===== config.mk =====
export PLATFORM = sky130hd
export DESIGN_NAME = indexed_array_list_flat
export DESIGN_NICKNAME = d
export VERILOG_FILES = /design/src/rtl/core/ial_pkg.sv /design/src/rtl/core/ial_if.sv /design/src/rtl/core/indexed_array_list.sv /design/src/rtl/core/ial_ctrl.sv /design/src/rtl/core/ial_datapath.sv /design/src/flat_wrapper.sv
export VERILOG_INCLUDE_DIRS = /design/src /design/src/rtl/core
export SDC_FILE = /design/constraint.sdc
export NUM_CORES = 1
export LEC_CHECK = 0
export BUFFER_PORTS_ARGS = -buffer_cell sky130_fd_sc_hd__buf_2
export CAP_MARGIN = 20
export CORE_MARGIN = 2
export CORE_UTILIZATION = 25
export CTS_BUF_LIST = sky130_fd_sc_hd__clkbuf_16
export CTS_CLUSTER_DIAMETER = 60
export CTS_CLUSTER_SIZE = 20
export DETAILED_ROUTE_END_ITERATION = 10
export SETUP_SLACK_MARGIN = 0.02
export SKIP_CTS_REPAIR_TIMING = 1
export SLEW_MARGIN = 20
export SYNTH_ARGS = -nofsm -noshare
export SYNTH_HDL_FRONTEND = slang
export SYNTH_HIERARCHICAL = 1
export SYNTH_SLANG_ARGS = --single-unit

===== constraint.sdc =====
create_clock -name clk -period 5.95 [get_ports clk]
set_clock_uncertainty 0.05 [all_clocks]
set_input_delay 0.8925 -clock clk [delete_from_list [all_inputs] [get_ports clk]]
set_output_delay 0.8925 -clock clk [all_outputs]
set_load 0.05 [all_outputs]

===== src/rtl/core/indexed_array_list_assert.svh =====
// assertion macros shared by the list core
`ifndef INDEXED_ARRAY_LIST_ASSERT_SVH
`define INDEXED_ARRAY_LIST_ASSERT_SVH

// same-cycle implication, checked out of reset
`define IAL_ASSERT_IMPL(label, cond, prop, msg) \
    label: assert property (@(posedge clk) disable iff (!rst_n) (cond) |-> (prop)) \
        else $error(msg);

// next-cycle implication, checked out of reset
`define IAL_ASSERT_NEXT(label, cond, prop, msg) \
    label: assert property (@(posedge clk) disable iff (!rst_n) (cond) |=> (prop)) \
        else $error(msg);

`endif


===== src/rtl/core/ial_pkg.sv =====
package ial_pkg;

    localparam int CAPACITY  = 8;
    localparam int KIND_W    = 2;
    localparam int POS_W     = 4;
    localparam int VAL_W     = 32;
    localparam int CNT_OUT_W = 4;
    localparam int CNT_W     = $clog2(CAPACITY + 1);
    localparam int IDX_W     = $clog2(CAPACITY);
    localparam int CMP_W     = (POS_W > CNT_W) ? POS_W : CNT_W;

    typedef enum logic [KIND_W-1:0] {
        KIND_INSERT = 2'd0,
        KIND_DELETE = 2'd1,
        KIND_READ   = 2'd2,
        KIND_CLEAR  = 2'd3
    } kind_t;

    typedef enum logic {
        ST_EMPTY,
        ST_LOADED
    } ctrl_state_t;

    typedef struct packed {
        logic load;
        logic exec;
    } ctrl_cmd_t;

endpackage


===== src/rtl/core/ial_if.sv =====
interface ial_req_if
    import ial_pkg::*;
();
    logic                    valid;
    logic                    ready;
    logic [KIND_W-1:0]       kind;
    logic [POS_W-1:0]        position;
    logic signed [VAL_W-1:0] value;

    modport source (output valid, kind, position, value, input ready);
    modport sink   (input valid, kind, position, value, output ready);
endinterface

interface ial_rsp_if
    import ial_pkg::*;
();
    logic                    valid;
    logic                    ready;
    logic                    ok;
    logic signed [VAL_W-1:0] read_value;
    logic [CNT_OUT_W-1:0]    count;
    logic                    is_empty;
    logic                    is_full;

    modport source (output valid, ok, read_value, count, is_empty, is_full, input ready);
    modport sink   (input valid, ok, read_value, count, is_empty, is_full, output ready);
endinterface


===== src/rtl/core/indexed_array_list.sv =====
// channel | dir | payload                                    | transfer
// req     | in  | kind, position, value                      | valid && ready
// rsp     | out | ok, read_value, count, is_empty, is_full   | valid && ready
//
// an item is captured, then executed once the result register is free; capture
// of the following item overlaps execution: one item per cycle unless stalled
// the list is CAPACITY cells; those from an insert or delete position up shift
// the result sits in an output register until its transfer completes
// a stalled result holds the executing item back; one more item can wait captured
// rst_n clears the count and control state; list cells are not reset
module indexed_array_list
    import ial_pkg::*;
(
    input  logic  clk,
    input  logic  rst_n,
    ial_req_if.sink   req,
    ial_rsp_if.source rsp
);

    ctrl_cmd_t cmd;

    ial_ctrl u_ctrl (
        .clk       (clk),
        .rst_n     (rst_n),
        .req_valid (req.valid),
        .req_ready (req.ready),
        .rsp_valid (rsp.valid),
        .rsp_ready (rsp.ready),
        .cmd       (cmd)
    );

    ial_datapath u_datapath (
        .clk        (clk),
        .rst_n      (rst_n),
        .cmd        (cmd),
        .kind       (req.kind),
        .position   (req.position),
        .value      (req.value),
        .ok         (rsp.ok),
        .read_value (rsp.read_value),
        .count      (rsp.count),
        .is_empty   (rsp.is_empty),
        .is_full    (rsp.is_full)
    );

endmodule


===== src/rtl/core/ial_ctrl.sv =====
`include "indexed_array_list_assert.svh"

module ial_ctrl
    import ial_pkg::*;
(
    input  logic      clk,
    input  logic      rst_n,
    input  logic      req_valid,
    output logic      req_ready,
    output logic      rsp_valid,
    input  logic      rsp_ready,
    output ctrl_cmd_t cmd
);

    ctrl_state_t state_reg;
    ctrl_state_t state_next;
    logic        out_valid_reg;
    logic        out_valid_next;
    logic        exec;
    logic        accept;

    // a captured item runs once the result register is free or being drained
    assign exec   = (state_reg == ST_LOADED) && (!out_valid_reg || rsp_ready);
    assign accept = req_valid && req_ready;

    always_comb
    begin
        state_next = state_reg;
        unique case (state_reg)
            ST_EMPTY:
            begin
                if (accept)
                begin
                    state_next = ST_LOADED;
                end
            end
            ST_LOADED:
            begin
                if (exec && !accept)
                begin
                    state_next = ST_EMPTY;
                end
            end
            default:
            begin
                state_next = ST_EMPTY;
            end
        endcase
    end

    always_comb
    begin
        req_ready = 1'b0;
        cmd       = '0;
        unique case (state_reg)
            ST_EMPTY:
            begin
                req_ready = 1'b1;
            end
            ST_LOADED:
            begin
                req_ready = exec;
                cmd.exec  = exec;
            end
            default:
            begin
                req_ready = 1'b0;
            end
        endcase
        cmd.load = accept;
    end

    always_comb
    begin
        if (exec)
        begin
            out_valid_next = 1'b1;
        end
        else if (rsp_ready)
        begin
            out_valid_next = 1'b0;
        end
        else
        begin
            out_valid_next = out_valid_reg;
        end
    end

    always_ff @(posedge clk or negedge rst_n)
    begin
        if (!rst_n)
        begin
            state_reg     <= ST_EMPTY;
            out_valid_reg <= 1'b0;
        end
        else
        begin
            state_reg     <= state_next;
            out_valid_reg <= out_valid_next;
        end
    end

    assign rsp_valid = out_valid_reg;

    `IAL_ASSERT_IMPL(a_no_overwrite, out_valid_reg && !rsp_ready, !cmd.exec, "result overwritten while stalled")
    `IAL_ASSERT_IMPL(a_accept_loaded, accept && state_reg == ST_LOADED, cmd.exec, "item taken over a pending one")
    `IAL_ASSERT_NEXT(a_exec_shows, cmd.exec, out_valid_reg, "executed item not presented")

endmodule


===== src/rtl/core/ial_datapath.sv =====
`include "indexed_array_list_assert.svh"

module ial_datapath
    import ial_pkg::*;
(
    input  logic                    clk,
    input  logic                    rst_n,
    input  ctrl_cmd_t               cmd,
    input  logic [KIND_W-1:0]       kind,
    input  logic [POS_W-1:0]        position,
    input  logic signed [VAL_W-1:0] value,
    output logic                    ok,
    output logic signed [VAL_W-1:0] read_value,
    output logic [CNT_OUT_W-1:0]    count,
    output logic                    is_empty,
    output logic                    is_full
);

    kind_t                kind_reg;
    logic [POS_W-1:0]     pos_reg;
    logic [VAL_W-1:0]     value_reg;
    logic [VAL_W-1:0]     entries_reg [CAPACITY];
    logic [CNT_W-1:0]     count_reg;
    logic [CNT_W-1:0]     count_next;

    logic                 rsp_ok_reg;
    logic [VAL_W-1:0]     rsp_read_reg;
    logic [CNT_OUT_W-1:0] rsp_count_reg;
    logic                 rsp_empty_reg;
    logic                 rsp_full_reg;

    logic [CMP_W-1:0]     pos_ext;
    logic [CMP_W-1:0]     cnt_ext;
    logic [IDX_W-1:0]     idx;
    logic                 full;
    logic                 ins_ok;
    logic                 at_ok;
    logic                 ok_now;
    logic                 do_insert;
    logic                 do_delete;
    logic [VAL_W-1:0]     rd_now;

    always_ff @(posedge clk)
    begin
        if (cmd.load)
        begin
            kind_reg  <= kind_t'(kind);
            pos_reg   <= position;
            value_reg <= value;
        end
    end

    assign pos_ext = CMP_W'(pos_reg);
    assign cnt_ext = CMP_W'(count_reg);
    assign idx     = pos_ext[IDX_W-1:0];
    assign full    = (count_reg == CNT_W'(CAPACITY));
    assign ins_ok  = !full && (pos_ext <= cnt_ext);
    assign at_ok   = pos_ext < cnt_ext;

    always_comb
    begin
        ok_now     = 1'b0;
        count_next = count_reg;
        rd_now     = '0;
        case (kind_reg)
            KIND_INSERT:
            begin
                ok_now = ins_ok;
                if (ins_ok)
                begin
                    count_next = count_reg + 1'b1;
                end
            end
            KIND_DELETE:
            begin
                ok_now = at_ok;
                if (at_ok)
                begin
                    count_next = count_reg - 1'b1;
                end
            end
            KIND_READ:
            begin
                ok_now = at_ok;
                if (at_ok)
                begin
                    rd_now = entries_reg[idx];
                end
            end
            default:
            begin
                ok_now     = 1'b1;
                count_next = '0;
            end
        endcase
    end

    assign do_insert = cmd.exec && (kind_reg == KIND_INSERT) && ins_ok;
    assign do_delete = cmd.exec && (kind_reg == KIND_DELETE) && at_ok;

    // cells above an insert position take their lower neighbor, cells from a delete position up the upper one
    for (genvar g = 0; g < CAPACITY; g++)
    begin : g_cell
        logic [VAL_W-1:0] up_src;
        logic [VAL_W-1:0] down_src;

        if (g == 0)
        begin : g_first
            assign up_src = value_reg;
        end
        else
        begin : g_rest
            assign up_src = entries_reg[g-1];
        end

        if (g == CAPACITY - 1)
        begin : g_last
            assign down_src = entries_reg[g];
        end
        else
        begin : g_inner
            assign down_src = entries_reg[g+1];
        end

        always_ff @(posedge clk)
        begin
            if (do_insert && (IDX_W'(g) == idx))
            begin
                entries_reg[g] <= value_reg;
            end
            else if (do_insert && (IDX_W'(g) > idx))
            begin
                entries_reg[g] <= up_src;
            end
            else if (do_delete && (IDX_W'(g) >= idx))
            begin
                entries_reg[g] <= down_src;
            end
        end
    end

    always_ff @(posedge clk or negedge rst_n)
    begin
        if (!rst_n)
        begin
            count_reg <= '0;
        end
        else if (cmd.exec)
        begin
            count_reg <= count_next;
        end
    end

    always_ff @(posedge clk)
    begin
        if (cmd.exec)
        begin
            rsp_ok_reg    <= ok_now;
            rsp_read_reg  <= rd_now;
            rsp_count_reg <= CNT_OUT_W'(count_next);
            rsp_empty_reg <= (count_next == '0);
            rsp_full_reg  <= (count_next == CNT_W'(CAPACITY));
        end
    end

    assign ok         = rsp_ok_reg;
    assign read_value = rsp_read_reg;
    assign count      = rsp_count_reg;
    assign is_empty   = rsp_empty_reg;
    assign is_full    = rsp_full_reg;

    `IAL_ASSERT_IMPL(a_count_bound, 1'b1, count_reg <= CNT_W'(CAPACITY), "count above capacity")
    `IAL_ASSERT_NEXT(a_insert_count, do_insert, count_reg == CNT_W'($past(count_reg) + 1'b1), "insert did not grow list")
    `IAL_ASSERT_NEXT(a_flags, cmd.exec, (rsp_empty_reg == (count_reg == '0)) && (rsp_full_reg == (count_reg == CNT_W'(CAPACITY))), "flags disagree with count")

endmodule


===== src/flat_wrapper.sv =====
// flat-port wrapper written by rule: the top's interface ports become plain ports
module indexed_array_list_flat import ial_pkg::*;
  (clk, rst_n, req_valid, req_kind, req_position, req_value, req_ready, rsp_valid, rsp_ok, rsp_read_value, rsp_count, rsp_is_empty, rsp_is_full, rsp_ready);
  ial_req_if req_i ();
  ial_rsp_if rsp_i ();
  input  logic clk;
  input  logic rst_n;
  input wire logic [$bits(req_i.valid)-1:0] req_valid;
  input wire logic [$bits(req_i.kind)-1:0] req_kind;
  input wire logic [$bits(req_i.position)-1:0] req_position;
  input wire logic [$bits(req_i.value)-1:0] req_value;
  output wire logic [$bits(req_i.ready)-1:0] req_ready;
  output wire logic [$bits(rsp_i.valid)-1:0] rsp_valid;
  output wire logic [$bits(rsp_i.ok)-1:0] rsp_ok;
  output wire logic [$bits(rsp_i.read_value)-1:0] rsp_read_value;
  output wire logic [$bits(rsp_i.count)-1:0] rsp_count;
  output wire logic [$bits(rsp_i.is_empty)-1:0] rsp_is_empty;
  output wire logic [$bits(rsp_i.is_full)-1:0] rsp_is_full;
  input wire logic [$bits(rsp_i.ready)-1:0] rsp_ready;
  assign req_i.valid = req_valid;
  assign req_i.kind = req_kind;
  assign req_i.position = req_position;
  assign req_i.value = req_value;
  assign req_ready = req_i.ready;
  assign rsp_valid = rsp_i.valid;
  assign rsp_ok = rsp_i.ok;
  assign rsp_read_value = rsp_i.read_value;
  assign rsp_count = rsp_i.count;
  assign rsp_is_empty = rsp_i.is_empty;
  assign rsp_is_full = rsp_i.is_full;
  assign rsp_i.ready = rsp_ready;
  indexed_array_list u_core (.clk(clk), .rst_n(rst_n), .req(req_i), .rsp(rsp_i));
endmodule

; ---- After elaboration in Yosys (flattened, before gate mapping)
; Memory sizes are Yosys's and may differ from the RTL's. A register that Yosys moved wholly into a read port is not among the register bits.
; Index checks and enable logic that the tools add are counted.
[word_totals]
register_bits = 51
ram_bits = 256
input_bits = 42
output_inout_bits = 41
word_cells = 201
mem_count = 1
[op_classes]
add_sub_neg = 2
n_lt_le_gt_ge = 18
n_eq_ne = 11
muxes = 99
bitwise = 17
reduce_logical = 43
[mem_list]
columns = memory, depth, word_bits, read_ports, rd_clocked_by_memory_dff, write_ports, line_no
row1 = u_core.u_datapath.entries_reg, 8, 32, 9, 1, 8, ial_datapath.sv:22  ; logic [VAL_W-1:0] entries_reg [CAPACITY];
[ops]
columns = operator, n
row1 = 32-bit 2-to-1 mux, 16
row2 = 1-bit 2-to-1 mux, 77
row3 = 1-bit logical AND, 32
row4 = 1-bit OR, 16
row5 = "3-bit == test, first input constant", 4
row6 = "3-bit >= comparator, first input constant", 4
row7 = "3-bit greater-than comparator, first input constant", 4
row8 = 4-bit case mux with 3 select lines, 1
row9 = "4-bit == test, second input constant", 2
row10 = 4-bit 2-to-1 mux, 2
row11 = "2-bit by 3-bit == test with 1-bit output, first input constant", 2
row12 = "1-bit by 3-bit >= comparator with 1-bit output, first input constant", 2
row13 = "2-bit by 3-bit >= comparator with 1-bit output, first input constant", 2
row14 = "1-bit by 3-bit greater-than comparator with 1-bit output, first input constant", 2
row15 = "2-bit by 3-bit greater-than comparator with 1-bit output, first input constant", 2
row16 = 1-bit case mux with 2 select lines, 3
row17 = "4-bit by 1-bit adder with 4-bit output, second input constant", 1
row18 = 4-bit less-or-equal comparator, 1
row19 = 1-bit zero test, 4
row20 = 4-bit zero test, 1
row21 = 4-bit less-than comparator, 1
row22 = "4-bit by 1-bit subtractor with 4-bit output, second input constant", 1
row23 = "1-bit by 3-bit == test with 1-bit output, first input constant", 1
row24 = 3-bit zero test, 1
row25 = 8 further kinds, 8

; ---- Depth between registers and ports, before layout
; Gate-level depths: netlist (run 1).
[depth]
depth_word = 12
depth_mapped = 14

; ---- Hierarchy
; The synthesis (run 1) kept the hierarchy.
[modules_own_cells]
columns = mod, instances, cells_each, area_each_um2
row1 = ial_datapath, 1, 1304, 17385.4
row2 = ial_ctrl, 1, 10, 118.9

; ---- Least setup slack after synthesis (run 1)
; No wires, ideal clock.
[synth_path]
kind = flip-flop to flip-flop
startpoint = register u_core.u_datapath.pos_reg[0], in the netlist u_core/u_datapath/pos_ext[0]
endpoint = memory u_core.u_datapath.entries_reg[7][10], data pin
setup_time_ps = 260
arrival_time_ps = 5312
t_required_ps = 5640
setup_slack_ps = 328
path_stages_with_launch = 13
synth_period_minus_slack_ps = 5622
cell_sequence = edfxtp_1 clkbuf_1 buf_2 buf_2 buf_2 inv_1 ha_1 nand4_1 a21boi_1 nor3_1 nand2_1 buf_1 mux2_2
[synth_rtl]
columns = element, line_no
row1 = start: declaration, ial_datapath.sv:20  ; logic [POS_W-1:0] pos_reg;
row2 = start signal: assignment, ial_datapath.sv:48  ; pos_reg <= position;
row3 = end: declaration, ial_datapath.sv:22

==> out/results.tsv, run 1 <==
metric	value	unit
DIE AREA	72100	sq um
multi-input logic area	6960	sq um
Core Area	69700	sq um
total number of vias	11100	
share of layout cells above drive strength 1	0.223	
Worst-Skew Late Latency	0.59	ns
largest fanout on the critical path	32	
RR Startpoint	u_core/u_datapath/pos_ext[2]	
Num CTS Buffers	30	
cell mode on critical path	nand2_2	
Worst Setup Start Kind	flop	
routed wire length	46600	um
vias in the first global route	11400	
share of the synthesized area in the top cell type	0.571	
fin util	0.286	
diode count	0	
most frequent cells in the layout	edfxtp_1, nor2_1, mux2i_1, a21oi_1, buf_2	
flops & latches, synth	339	
worst-case vdd ir drop	170	uV
Max-Cap Viols	0	
post-route clock period utilization	0.687	
crit path max-delay cell type	nand2_2	
Largest register FFs	256	
Gate Count Post-Synth	1314	
crit path DAT	4.23	ns
worst min path class	input port to async pin	
Die W	269	um
Reg clk slew, reported paths	0.07	ns
run status	finished, final reports clean	
TritonCTS Sinks	339	
top post-synthesis cells by area	edfxtp_1, mux2i_1, mux4_2	
first-pass GRT wire length	70200	um
Register Area	10100	sq um
Detail Route Antenna Nets	0	
Via density	4.80	
CP peak stage delay	0.98	ns
Worst Tran Pin Value	1.11	ns
minimum clock period	4.09	ns
worst path bufs/invs	0	
maximum clock path buffer count	3	
CP Capture Type	flop	
CP Cell Sequence	ha_1 > o211a_2 > nor4_4 > nand2_2 > nand2_2	
Final nets	1409	
per-cell routed wire length	20.1	um
gpl congestion	0.819	
Rel. slew slack	0.260	
syn avg cell area	13.3	sq um
Die Ht	269	um
Syn Std Cell Area	17500	sq um
pin count of the biggest net entering global routing	66	
grt total ovfl	0	
DRT Pass-1 Iters	5	
TritonCTS clock tree	yes	
Ys Warns	6	
number of remaining DRC errors	0	
IO Count	83	
Critical Path RT	6.09	ns
Synth Net Count	1366	
PortBufs	82	
Synth Flop Type	edfxtp_1	
Yosys top cell by area	edfxtp_1	
TNS Setup	0	ns
initial antenna violation count	0	
Post-synth EDFFs	333	
# setup viols final	0	
Final Hold Vio Count	0	
most common cell after layout, fill and taps aside	edfxtp_1	
1st-iter DRT viols	865	
DP Worst Slack	1.79	ns
total track usage	0.126	
Max Freq	245	MHz
Critical Path Start	u_core/u_datapath/pos_ext[2]	
post-synthesis cell type count	45	
Final WS setup	1.86	ns
Layout area overhead	13.8	%
leakage	8.04	nW
PwrDens	284	nW/um^2
Crit path max-delay family	simple AND/OR/NAND/NOR gates	
site row count	97	
Slew Viols, Final	0	
Starting Density	0.251	
critical path class	flop to flop	
RSZ-0062 raised after global routing	no	
Post-synth ARST share	0.0177	
clock root buffer master	clkbuf_16	
sequential-to-total area share from yosys stat	0.580	
DPL Wire Length	28100	um
CTS H-tree depth	1	
Filler cells	7105	
==> worst paths after layout <==
kind / cells past startpoint / slack [ns] / end
worst min-delay path: 1 / 0.09 / u_core/u_ctrl/rsp_valid
worst min register to register: 1 / 0.51 / u_core/u_ctrl/rsp_valid
min in group clk: 1 / 0.43 / u_core/u_datapath/g_cell[0].up_src[7]
worst max register to register: 5 / 1.86 / u_core/u_datapath/entries_reg[4][28]
max in group asynchronous: 1 / 5.60 / u_core/u_datapath/cnt_ext[0]
worst max-delay path: 5 / 1.86 / u_core/u_datapath/entries_reg[4][28]
==> routing by layer <==
metal,vias to the layer above,wire (um),track usage,share of wire
met1,5608,20400,0.168,0.44
met2,370,23000,0.217,0.49
li1,5100,-,-,-
met4,0,809,0.0320,0.017
met5,-,0,0,0
met3,67,2370,0.0156,0.051
==> through the flow <==
stage / hold WS, ns / cells / area, sq um / total power [mW]
floorplan: 0.461 / 1314 / 17500 / 3.44
global placement: 0.483 / 2265 / 18900 / 3.65
detailed placement: 0.501 / 2265 / 18900 / 3.68
CTS: 0.0693 / 2321 / 19900 / 5.74
global route: 0.0818 / 2321 / 19900 / 5.89
finish: 0.0929 / 2321 / 19900 / 5.66
==> cell usage after synthesis (2+ instances only) <==
master / instances
edfxtp_1: 333
nor2_1: 235
mux2i_1: 225
a21oi_1: 199
mux2_2: 64
mux4_2: 64
clkbuf_1: 39
buf_2: 38
nand2_1: 20
buf_1: 13
ha_1: 10
inv_1: 10
dfrtp_1: 6
nand4_1: 6
o21ai_0: 5
nand2b_1: 4
nor2b_1: 4
a21o_1: 3
buf_4: 3
nor3_1: 3
a22o_1: 2
and3_1: 2
nand3_1: 2
o22ai_1: 2
or4_1: 2
==> power by group <==
part	switching, mW	total, mW	internal (mW)
Sequential	0.0995	2.88	2.78
Clock	0.971	2.04	1.07
Combinational	0.467	0.745	0.277
==> final cells by class <==
class	count	area share
Tap cell	940	0.0590
Clock inverter	25	0.0123
Timing Repair Buffer	104	0.0289
Clock buffer	31	0.0389
Sequential cell	339	0.510
Inverter	10	0.00188
Multi-Input combinational cell	872	0.349
==> cells by family (layout without fill, tap and decap cells) <==
family / after synthesis / after routing / share of synthesized area
and+or+nand+nor: 285 / 285 / 0.0673
muxes: 353 / 353 / 0.252
AOI/OAI and AO/OA: 223 / 223 / 0.0675
buffers and inverters: 103 / 170 / 0.0254
adders and majority gates: 10 / 10 / 0.00715
xor gates and xnor gates: 1 / 1 / 0.000500
DFF: 339 / 339 / 0.580
Note: power is estimated with default switching activity, not from simulation.
==> run 2, diff against run 1 <==
==> constraint.sdc (replaced) <==
create_clock -name clk -period 3.7 [get_ports clk]
set_clock_uncertainty 0.05 [all_clocks]
set_input_delay 0.555 -clock clk [delete_from_list [all_inputs] [get_ports clk]]
set_output_delay 0.555 -clock clk [all_outputs]
set_load 0.05 [all_outputs]
==> run 2 against run 1 <==
  * Clock power is 64% higher
  * Die area stayed put
  * Critical path depth is 4 higher
  * Power is 62% higher
  * Routed wire length is 4.8% higher
  * Count of clock-buffer cells in the layout stayed put
  * Critical endpoint is now u_core/u_datapath/entries_reg[4][8]
  * Largest cell class unchanged
==> out/results.tsv, run 2 (synthesized netlist as in run 1, its figures left out) <==
metric	value	unit
TritonCTS Sinks	339	
run status	finished, final reports clean	
Die Ht	269	um
Via density	4.85	
Min-Delay Startpoint	req_value[28]	
Largest register FFs	256	
vias in the first global route	11800	
# setup viols final	0	
FF-to-FF End	u_core/u_datapath/entries_reg[4][8]	
TritonCTS clock tree	yes	
Core Area	69700	sq um
Rel. slew slack	0.338	
Layout area overhead	15.4	%
number of remaining DRC errors	0	
Final Hold Vio Count	0	
TNS Setup	0	ns
Slew Viols, Final	0	
Starting Density	0.251	
routed wire length	48800	um
Max Freq	304	MHz
Num CTS Buffers	31	
Critical Path RT	3.99	ns
RR Startpoint	u_core/u_datapath/cnt_ext[1]	
busiest grt layer	met2	
Final Instance Area	20200	sq um
PortBufs	82	
PwrDens	455	nW/um^2
Post-DP Area	19200	sq um
most common cell after layout, fill and taps aside	edfxtp_1	
Worst Reg-to-Reg Cells	9	
DRT Pass-1 Iters	5	
minimum clock period	3.29	ns
site row count	97	
worst min path class	input port to flop	
post-route clock period utilization	0.888	
GR Layer Usage met2	0.234	
RSZ-0062 raised after global routing	no	
Die W	269	um
hold endpoint	u_core/u_datapath/g_cell[0].up_src[28]	
DIE AREA	72100	sq um
clock root buffer master	clkbuf_16	
total number of vias	11400	
diode count	0	
worst-case vdd ir drop	375	uV
initial antenna violation count	0	
M3 GR Usage	0.0164	
1st-iter DRT viols	792	
Detail Route Antenna Nets	0	
M1 GR Usage	0.179	
pin count of the biggest net entering global routing	65	
share of layout cells above drive strength 1	0.236	
Power Total	9.19	mW
per-cell routed wire length	20.8	um
Worst-Skew Late Latency	0.60	ns
gpl congestion	0.814	
crit path DAT	3.57	ns
Final nets	1435	
Max-Cap Viols	0	
leakage	8.21	nW
Reg clk slew, reported paths	0.08	ns
Worst Setup Start Kind	flop	
total track usage	0.135	
critical path class	flop to flop	
Worst R2R Setup Slack	0.41	ns
worst hold path depth	1	
Worst Tran Pin Value	0.992	ns
Filler cells	7074	
maximum clock path buffer count	3	
DPL Wire Length	29900	um
IO Count	83	
CTS H-tree depth	1	
CP Capture Type	flop	
first-pass GRT wire length	74700	um
most frequent cells in the layout	edfxtp_1, nor2_1, mux2i_1, a21oi_1, buf_2	
grt total ovfl	0	
largest fanout on the critical path	14	
-- run 2: final cells by class --
cell class / count / area [sq um] / area share
clock inverters: 25 / 264 / 0.0131
multi-input cells: 872 / 6950 / 0.344
inverters: 10 / 37.5 / 0.00186
clock buffers: 31 / 776 / 0.0384
well taps: 940 / 1180 / 0.0582
repair buffers: 129 / 853 / 0.0422
flip-flops and latches: 339 / 10100 / 0.502
-- run 2: worst max-delay path by stage --
stage                     slack (ns)                    startpoint                              endpoint
after global routing            0.31  u_core/u_datapath/cnt_ext[0]   u_core/u_datapath/entries_reg[0][4]
after global placement          0.55  u_core/u_datapath/cnt_ext[1]  u_core/u_datapath/entries_reg[4][16]
after CTS                       0.46  u_core/u_datapath/cnt_ext[1]   u_core/u_datapath/entries_reg[3][1]
after detailed placement        0.49  u_core/u_datapath/cnt_ext[1]  u_core/u_datapath/entries_reg[3][19]
final                           0.41  u_core/u_datapath/cnt_ext[1]   u_core/u_datapath/entries_reg[4][8]
after floorplan                 0.04  u_core/u_datapath/pos_ext[0]  u_core/u_datapath/entries_reg[7][10]
-- run 2: report_power, final --
group          internal [mW]  switching [mW]  leakage, nW
clock network           1.68            1.66        0.510
registers               4.46           0.156         3.14
logic                  0.466           0.763         4.56
-- run 2: stage by stage --
step	hold slack (ns)	worst slack (ns)	std cells	util
final	0.0801	0.414	2346	0.290
after global routing	0.0559	0.309	2346	0.290
after CTS	-0.295	0.455	2345	0.290
after detailed placement	0.343	0.487	2289	0.275
after global placement	0.345	0.548	2289	0.275
after floorplan	0.209	0.0431	1314	-
-- run 2: worst max-delay path, stage by stage (launching register included) --
cell and delay (ns):
dfrtp_1 0.43, inv_1 0.12, ha_1 0.30, nor2b_1 0.15
o211ai_1 0.30, a21boi_1 0.22, or4_2 0.81, buf_4 0.33
mux2i_1 0.20, a21oi_1 0.08
-- run 2: per-layer routing --
layer	vias up	share of wire
met5	-	0
met4	0	0.019
met3	74	0.050
met2	340	0.49
met1	5815	0.44
li1	5150	-
